$ cat src/wsp_pkg.sv
// ----------------------------------------------------------------------------
// wsp_pkg: shared types and constants for the wheel speed PID
// Holds the step codes, the struct types between the controller and the
// datapath, a divide-step test and a Q16.8 saturation helper.
// ----------------------------------------------------------------------------
package wsp_pkg;

    localparam int NUM_WHEELS_DEF = 2;

    localparam int DIV_NUM_W = 60;
    localparam int DIV_DEN_W = 24;

    localparam logic [15:0] FILT_KEEP   = 16'd55968;
    localparam logic [12:0] FILT_NEW    = 13'd4771;
    localparam logic [19:0] US_PER_S    = 20'd1000000;
    localparam logic [19:0] US_HALF     = 20'd500000;
    localparam logic [27:0] CPS_SCALE   = 28'd256000000;
    localparam logic [23:0] Q8_POS_MAX  = 24'h7F_FFFF;
    localparam logic [23:0] Q8_NEG_MAG  = 24'h80_0000;
    localparam logic [47:0] WIDE_CLAMP  = 48'h7FFF_FFFF_FFFF;
    localparam logic [71:0] I_TERM_CAP  = 72'h1 << 62;
    localparam logic [71:0] D_TERM_CAP  = 72'h1 << 60;
    localparam logic [7:0]  PWM_MAX     = 8'd255;
    localparam logic [39:0] CLAMP_NUM   = 40'hFF_0000_0000;
    // ceil(2^65 / 15625): x / 1000000 = ((x >> 6) * RECIP_15625) >> 65
    // exact for (x >> 6) below 2^51
    localparam logic [51:0] RECIP_15625 = 52'd2361183241434823;

    localparam int CFG_ADDR_W = 3;
    localparam int CFG_DATA_W = 32;

    typedef enum logic [CFG_ADDR_W-1:0] {
        REG_GAIN_P_A   = 3'd0,
        REG_GAIN_I_A   = 3'd1,
        REG_GAIN_D_A   = 3'd2,
        REG_GAIN_P_B   = 3'd3,
        REG_GAIN_I_B   = 3'd4,
        REG_GAIN_D_B   = 3'd5,
        REG_COUNT_RPM  = 3'd6,
        REG_REVERSE    = 3'd7
    } reg_idx_t;

    typedef enum logic [4:0] {
        OP_DELTA    = 5'd0,
        OP_CPS_MUL  = 5'd1,
        OP_CPS_DIV  = 5'd2,
        OP_RAW_HI   = 5'd3,
        OP_RAW_LO   = 5'd4,
        OP_RAW_SAT  = 5'd5,
        OP_FILT_OLD = 5'd6,
        OP_FILT_NEW = 5'd7,
        OP_FILT_SUM = 5'd8,
        OP_ERR      = 5'd9,
        OP_INT_MUL  = 5'd10,
        OP_INT_R0   = 5'd11,
        OP_INT_R1   = 5'd12,
        OP_INT_R2   = 5'd13,
        OP_INT_R3   = 5'd14,
        OP_INT_ADD  = 5'd15,
        OP_LIM_DIV  = 5'd16,
        OP_CLAMP    = 5'd17,
        OP_DER_MUL  = 5'd18,
        OP_DER_DIV  = 5'd19,
        OP_P_MUL    = 5'd20,
        OP_I_LO     = 5'd21,
        OP_I_HI     = 5'd22,
        OP_I_SUM    = 5'd23,
        OP_D_LO     = 5'd24,
        OP_D_HI     = 5'd25,
        OP_D_SUM    = 5'd26,
        OP_FINISH   = 5'd27
    } op_t;

    typedef struct packed {
        logic [23:0] gain_p_a;
        logic [23:0] gain_i_a;
        logic [23:0] gain_d_a;
        logic [23:0] gain_p_b;
        logic [23:0] gain_i_b;
        logic [23:0] gain_d_b;
        logic [31:0] count_to_rpm;
        logic [1:0]  reverse_bits;
    } cfg_t;

    typedef struct packed {
        logic        wheel;
        logic [31:0] encoder_count;
        logic [23:0] elapsed_us;
        logic [23:0] target_rpm;
        logic        clear_integral;
    } in_t;

    typedef struct packed {
        logic        wheel_out;
        logic        reverse_dir;
        logic [7:0]  pwm_duty;
        logic [23:0] filtered_rpm;
    } res_t;

    typedef struct packed {
        logic load;
        logic step;
        op_t  op;
        logic emit;
    } cmd_t;

    typedef struct packed {
        logic div_done;
    } stat_t;

    function automatic logic is_div_op(input op_t op);
        is_div_op = (op == OP_CPS_DIV) || (op == OP_LIM_DIV) || (op == OP_DER_DIV);
    endfunction

    // Saturate a magnitude with sign to signed Q16.8
    function automatic logic [23:0] sat24(input logic [63:0] m, input logic neg);
        logic [63:0] lim;
        lim = neg ? 64'(Q8_NEG_MAG) : 64'(Q8_POS_MAX);
        if (m > lim) begin
            sat24 = neg ? Q8_NEG_MAG : Q8_POS_MAX;
        end else begin
            sat24 = neg ? 24'(64'd0 - m) : m[23:0];
        end
    endfunction

endpackage

$ cat src/wsp_ctrl.sv
// ----------------------------------------------------------------------------
// wsp_ctrl: sequencer for the wheel speed PID
// Walks the step codes, waits on the divider, hands the result out.
// ----------------------------------------------------------------------------
module wsp_ctrl import wsp_pkg::*; (
    input  logic  aclk,
    input  logic  aresetn,
    input  logic  in_valid,
    output logic  in_ready,
    input  logic  out_free,
    input  stat_t stat,
    output cmd_t  cmd
);

    typedef enum logic [3:0] {
        ST_IDLE = 4'b0001,
        ST_RUN  = 4'b0010,
        ST_DIVW = 4'b0100,
        ST_EMIT = 4'b1000
    } state_t;

    state_t state_reg, state_next;
    op_t    op_reg, op_next;

    always_comb begin
        state_next = state_reg;
        op_next    = op_reg;
        cmd.load   = 1'b0;
        cmd.step   = 1'b0;
        cmd.op     = op_reg;
        cmd.emit   = 1'b0;
        in_ready   = 1'b0;
        case (state_reg)
            ST_IDLE: begin
                in_ready = 1'b1;
                if (in_valid) begin
                    cmd.load   = 1'b1;
                    op_next    = OP_DELTA;
                    state_next = ST_RUN;
                end
            end
            ST_RUN: begin
                cmd.step = 1'b1;
                if (is_div_op(op_reg)) begin
                    state_next = ST_DIVW;
                end else if (op_reg == OP_FINISH) begin
                    state_next = ST_EMIT;
                end else begin
                    op_next = op_t'(op_reg + 5'd1);
                end
            end
            ST_DIVW: begin
                if (stat.div_done) begin
                    op_next    = op_t'(op_reg + 5'd1);
                    state_next = ST_RUN;
                end
            end
            ST_EMIT: begin
                // hold until the output register is free
                if (out_free) begin
                    cmd.emit   = 1'b1;
                    state_next = ST_IDLE;
                end
            end
            default: state_next = ST_IDLE;
        endcase
    end

    always_ff @(posedge aclk) begin
        if (!aresetn) begin
            state_reg <= ST_IDLE;
            op_reg    <= OP_DELTA;
        end else begin
            state_reg <= state_next;
            op_reg    <= op_next;
        end
    end

endmodule

$ cat config.mk
export PLATFORM = sky130hd
export DESIGN_NAME = wsp_ctrl
export DESIGN_NICKNAME = d
export VERILOG_FILES = /design/src/wsp_pkg.sv /design/src/wsp_ctrl.sv
export SDC_FILE = /design/constraint.sdc
export NUM_CORES = 1
export LEC_CHECK = 0
export ABC_CLOCK_PERIOD_IN_PS = 2000
export BUFFER_PORTS_ARGS = -buffer_cell sky130_fd_sc_hd__buf_2
export CAP_MARGIN = 0
export CORE_ASPECT_RATIO = 1.1
export CORE_MARGIN = 5
export CORE_UTILIZATION = 40
export CTS_CLUSTER_SIZE = 14
export DETAILED_ROUTE_END_ITERATION = 10
export PLACE_DENSITY = 0.7
export REMOVE_ABC_BUFFERS = 1
export SYNTH_ARGS = -nofsm -noshare
export SYNTH_HDL_FRONTEND = slang
export SYNTH_SLANG_ARGS = --single-unit
$ cat constraint.sdc
create_clock -name aclk -period 2 [get_ports aclk]
set_clock_uncertainty 0.2 [all_clocks]
set_input_delay 0.5 -clock aclk [delete_from_list [all_inputs] [get_ports aclk]]
set_output_delay 0.5 -clock aclk [all_outputs]
set_load 0.005 [all_outputs]
==> run summary, run 1 <==
Status: finished, final reports clean
Clk Latency, worst-skew pair: 0.26 ns
Cts-stage hold buffer count: 0
Power Dens Cells: 629 nW/um^2
Max-cap violations: 0
Pre-CTS setup slack: 0.0507 ns
Worst-margin pin slew: 0.395 ns
Top cell type's share of synthesized area: 0.276
Slowest cell on crit path: dfxtp_1
Comb power frac: 0.321
Final Hold Viols: 0
P&R area growth vs syn: 26.8%
# IOs: 14
Total Wirelength: 1580 um
PortBufs: 13
Iter 0 DRT Violations: 10
HP Class: input pin to flop
Wirelength per Cell: 13.5 um
Dpl hpwl: 1210 um
# rows: 15
Initial antenna violation count: 0
Routed vias: 644
Final Net Count: 109
Share of post-route cells with drive strength above 1: 0.330
Endpoints failing setup: 0
GR Overflow Total: 0
Int Power: 0.352 mW
Critical Path Max Stage Delay: 0.49 ns
Area contributors post-synth: dfxtp_1 28%, ha_1 5.7%, nor2_1 5.2%, a32oi_4 4.2%, a21oi_1 3.8%
Min Tclk post-route: 1.90 ns
Cell count after synthesis: 79
Worst endpoint required time: 1.30 ns
Initial core utilization: 0.419
Clk slew on worst S/H paths: 0.05 ns
Most frequent cells in the layout: 13 x buf_2, 9 x nor2_1, 7 x buf_4
Post-synth EDFFs: 0
Core area: 1560 um^2
Slew headroom: 0.734
Vias in the first global route: 599
First-pass GRT wire length: 2730 um
Vias per cell: 5.50
CTS tree: yes
Critical path fanouts, max: 9
Post-Syn Area per Cell: 8.27 um^2
Leak Pwr: 0.333 nW
Die ar.: 2540 um^2
Sw Share: 0.324
Setup Buffers After CTS: 0
# clock sinks: 9
Post-route ant nets: 0
Crit path cell chain: nor2_1, and4b_1, buf_2
First drt pass iteration count: 4
Fillers: 155
Max reg flops: 5
Maximum vdd drop: 0.371 mV
Clock Tree Buf Depth: 2
Root buffer cell: clkbuf_4
Most common cell after layout, fill and taps aside: buf_2
Synth Flop Type: dfxtp_1
Switching pwr: 0.169 mW
CP Launch Type: flop
Yosys warnings: 0
Ant. Diodes: 0
Final worst slack: 0.105 ns
Synth Cell Area: 653 um^2
Number of synthesized register bits: 9
Area leader, netlist: dfxtp_1
Num CTS Buffers: 3
Largest net degree at the start of global routing: 12
Die height: 52.4 um
Fmax achieved: 0.528 GHz
Clk network pwr share: 0.260
Total GRT Usage: 0.137
Power consumption: 0.521 mW
CP Data Arrival Time: 1.20 ns
GPL Wtd Cong: 0.835
RSZ-0062 raised after global routing: false
Synth unique cells: 34
H-tree Lvls: 1
Die X-Extent: 48.5 um
CP Class: flop to output port
Final TNS setup: 0 ns
Final period util: 0.948
Final Max Slew Viols: 0
Post-route DRC violation count: 0
Post-synthesis sequential area ratio: 0.276
CP Capture Type: output port
Flop pwr share: 0.419
Synth async-reset ratio: 0
## cell usage after synthesis, types with 2 or more instances
cell type / number
ha_1: 3
o2111ai_1: 2
o21ai_0: 5
o21a_1: 2
nand2_1: 4
dfxtp_1: 9
nor3_1: 5
xor2_1: 2
a21oi_1: 5
nor3b_1: 2
nand2b_1: 2
inv_1: 3
nor4_1: 2
nor2b_1: 3
nand3b_1: 2
nor2_1: 9
clkbuf_1: 2
## repair_timing
| item | CTS | global route |
|---|---|---|
| setup endpoints to repair | 1 | 6 |
| gates resized for setup | 1 | 7 |
| pin swaps | 0 | 1 |
## path summary, 6_finish.rpt
check / slack, ns / cells past startpoint / end / startpoint
worst max-delay path: 0.10 / 3 / cmd[0] / state_reg[2]
worst max register to register: 0.10 / 6 / op_reg[1] / op_reg[0]
worst min-delay path: 0.29 / 2 / state_reg[2] / aresetn
worst min register to register: 0.40 / 3 / op_reg[0] / op_reg[0]
## final cells by class
cell class	instances	area (um^2)	area share
tap	17	21.3	0.0257
inverter	3	11.3	0.0136
timing repair buffer	20	118	0.142
sequential	9	184	0.222
clock buffer	4	26.3	0.0317
multi-input combinational	64	468	0.565
## cells by family (layout without fill, tap and decap cells)
| logic type | Yosys count | after routing | synth area share |
|---|---|---|---|
| DFF | 9 | 9 | 0.276 |
| and+or+nand+nor | 37 | 37 | 0.341 |
| buffers and inverters | 6 | 27 | 0.0460 |
| AOI/OAI and AO/OA | 20 | 20 | 0.224 |
| muxes | 1 | 1 | 0.0153 |
| xor gates and xnor gates | 3 | 3 | 0.0402 |
| adders and majority gates | 3 | 3 | 0.0575 |
## metal layers
metal,vias to the layer above,track usage,part of all wire
met3,4,0.0228,0.023
met2,11,0.217,0.48
met5,-,0,0
li1,330,-,-
met4,0,0.0807,0.020
met1,299,0.172,0.47
## power groups by stage
stage	registers [mW]	logic, mW	clock network, mW
3_5_place_dp	0.216	0.160	0
4_1_cts	0.213	0.161	0.145
2_1_floorplan	0.218	0.102	0
5_1_grt	0.220	0.187	0.155
6_report	0.218	0.167	0.135
3_3_place_gp	0.216	0.157	0
## through the flow
step	cell area, um^2	util	std cells	hold WS, ns
global route	828	0.532	117	0.298
finish	828	0.532	117	0.295
CTS	801	0.514	117	0.287
floorplan	634	-	76	0.332
global placement	773	0.496	113	0.372
detailed placement	773	0.496	113	0.388
## worst max-delay path: cells and delay by family (launching register included)
kind	cells	cell delay (ns)
buffers and inverters	1	0.12
flip-flops	1	0.49
AND/OR/NAND/NOR	2	0.33
(Power assumes the default switching activity.)
==> run 2: changes to the inputs <==
- CELL_PAD_IN_SITES_DETAIL_PLACEMENT: not set -> 0
- CELL_PAD_IN_SITES_GLOBAL_PLACEMENT: not set -> 1
- CORE_UTILIZATION: 40 -> 37
- PLACE_DENSITY: 0.7 -> 0.82
==> run summary, run 2 (synthesis results as in run 1) <==
Clk Latency, worst-skew pair: 0.27 ns (about the same)
Most common cell after layout, fill and taps aside: buf_2
GR Overflow Total: 0 (unchanged)
# IOs: 14 (unchanged)
Total Wirelength: 1670 um (+5.6%)
Status: finished, final reports clean
Cts-stage hold buffer count: 0 (unchanged)
Final TNS setup: 0 ns (unchanged)
HP Class: input pin to flop
Die ar.: 2710 um^2 (+6.5%)
Clock Tree Buf Depth: 2 (unchanged)
First drt pass iteration count: 4 (unchanged)
Worst endpoint required time: 1.30 ns (about the same)
Max reg flops: 5 (unchanged)
Num CTS Buffers: 3 (unchanged)
Fmax achieved: 0.525 GHz (-0.53%)
Final period util: 0.953 (+0.00501)
Core area: 1720 um^2 (+11%)
CTS tree: yes
Routed vias: 679 (+5.4%)
Die height: 54.1 um (+3.2%)
Largest net degree at the start of global routing: 15 (+3)
Crit path cell chain: nor4b_4, and2_1, buf_2
Min Tclk post-route: 1.91 ns (+0.0100 ns)
Clk slew on worst S/H paths: 0.07 ns (+0.02 ns)
Wirelength per Cell: 13.9 um (+3.0%)
CP Class: flop to output port
CP Data Arrival Time: 1.21 ns (about the same)
Final Max Slew Viols: 0 (unchanged)
Endpoints failing setup: 0 (unchanged)
Crit path buf inv count: 1 (unchanged)
H-tree Lvls: 1 (unchanged)
Final Net Count: 111 (+1.8%)
Iter 0 DRT Violations: 24 (+14)
Power Dens Cells: 640 nW/um^2 (+1.9%)
Post-route DRC violation count: 0 (unchanged)
RSZ-0062 raised after global routing: true
Leak Pwr: 0.352 nW (+5.6%)
Initial core utilization: 0.379 (-0.0399)
Vias in the first global route: 657 (+9.7%)
Dpl hpwl: 1270 um (+4.6%)
Die X-Extent: 50.1 um (+3.2%)
Most frequent cells in the layout: 13 x buf_2, 9 x nor2_1, 9 x buf_4
Power consumption: 0.542 mW (+4.2%)
# clock sinks: 9 (unchanged)
GPL Wtd Cong: 0.833 (-0.24%)
Root buffer cell: clkbuf_4
Max-cap violations: 0 (unchanged)
Final Hold Viols: 0 (unchanged)
CP delay by family, top: simple AND/OR/NAND/NOR gates
Critical Path Max Stage Delay: 0.38 ns (-0.11 ns)
P&R area growth vs syn: 29.7%
CP Capture Type: output port
Initial antenna violation count: 0 (unchanged)
PortBufs: 13 (unchanged)
CP Launch Type: flop
First-pass GRT wire length: 2820 um (+3.6%)
Post-route ant nets: 0 (unchanged)
Share of post-route cells with drive strength above 1: 0.353 (+0.0229)
Slew headroom: 0.759 (+0.0247)
Maximum vdd drop: 0.322 mV (-13%)
Ant. Diodes: 0 (unchanged)
Vias per cell: 5.66 (+2.8%)
Slowest cell on crit path: dfxtp_2
Worst-margin pin slew: 0.359 ns (-0.0359 ns)
Critical path fanouts, max: 7 (-2)
Total GRT Usage: 0.140 (+0.00362)
# rows: 16 (+1)
run 2: changes by cell type in the layout (fill, tap and decap cells not counted), sizes merged:
cell	delta
buf	+2
run 2: where the power goes:
group / internal (mW) / switching (mW)
logic: 0.0908 / 0.0940
clock network: 0.0771 / 0.0711
registers: 0.193 / 0.0163
total: 0.361 / 0.181
run 2: worst paths after layout:
path,start,to,slack [ns],cells past startpoint
max,state_reg[1],cmd[7],0.09,3
min,aresetn,state_reg[2],0.27,2
max reg2reg,op_reg[0],op_reg[1],0.12,6
min reg2reg,op_reg[1],op_reg[1],0.35,2
run 2: layout make-up:
type / count / area (um^2)
fill: 180 / 875
inverter: 3 / 11.3
clock buffer: 4 / 26.3
timing repair buffer: 22 / 133
sequential: 9 / 184
tap: 18 / 22.5
multi-input combinational: 64 / 470
run 2: per-stage QoR:
stage / instances / hold WS (ns) / instance area [um^2] / setup slack [ns] / utilization
3_3_place_gp: 116 / 0.355 / 790 / 0.0912 / 0.459
4_1_cts: 120 / 0.268 / 830 / 0.0172 / 0.482
6_report: 120 / 0.273 / 847 / 0.0946 / 0.492
3_5_place_dp: 116 / 0.384 / 790 / 0.0286 / 0.459
2_1_floorplan: 76 / 0.332 / 634 / 0.0976 / -
5_1_grt: 120 / 0.276 / 847 / -0.00786 / 0.492
run 2: worst register-to-register path, delay by kind of cell (launching register included):
kind / cells / cell delay (ns)
buffers and inverters: 1 / 0.07
flip-flops: 1 / 0.32
multiplexers: 1 / 0.22
AO/OA/AOI/OAI: 1 / 0.25
AND/OR/NAND/NOR: 2 / 0.52
adder cells (fa/ha/maj): 1 / 0.18
run 2: timing repair:
action,in CTS,in global routing
endpoints found under the setup margin,3,6
gates cloned,0,0
buffers inserted,0,0
gates resized for setup,3,6
pin swaps,0,1
run 2: layer usage:
metal / track usage / wire, um / vias to the layer above
li1: - / - / 340
met1: 0.141 / 718 / 316
met3: 0.0388 / 73 / 5
met5: 0 / 0 / -
met2: 0.245 / 836 / 18
met4: 0.109 / 40 / 0
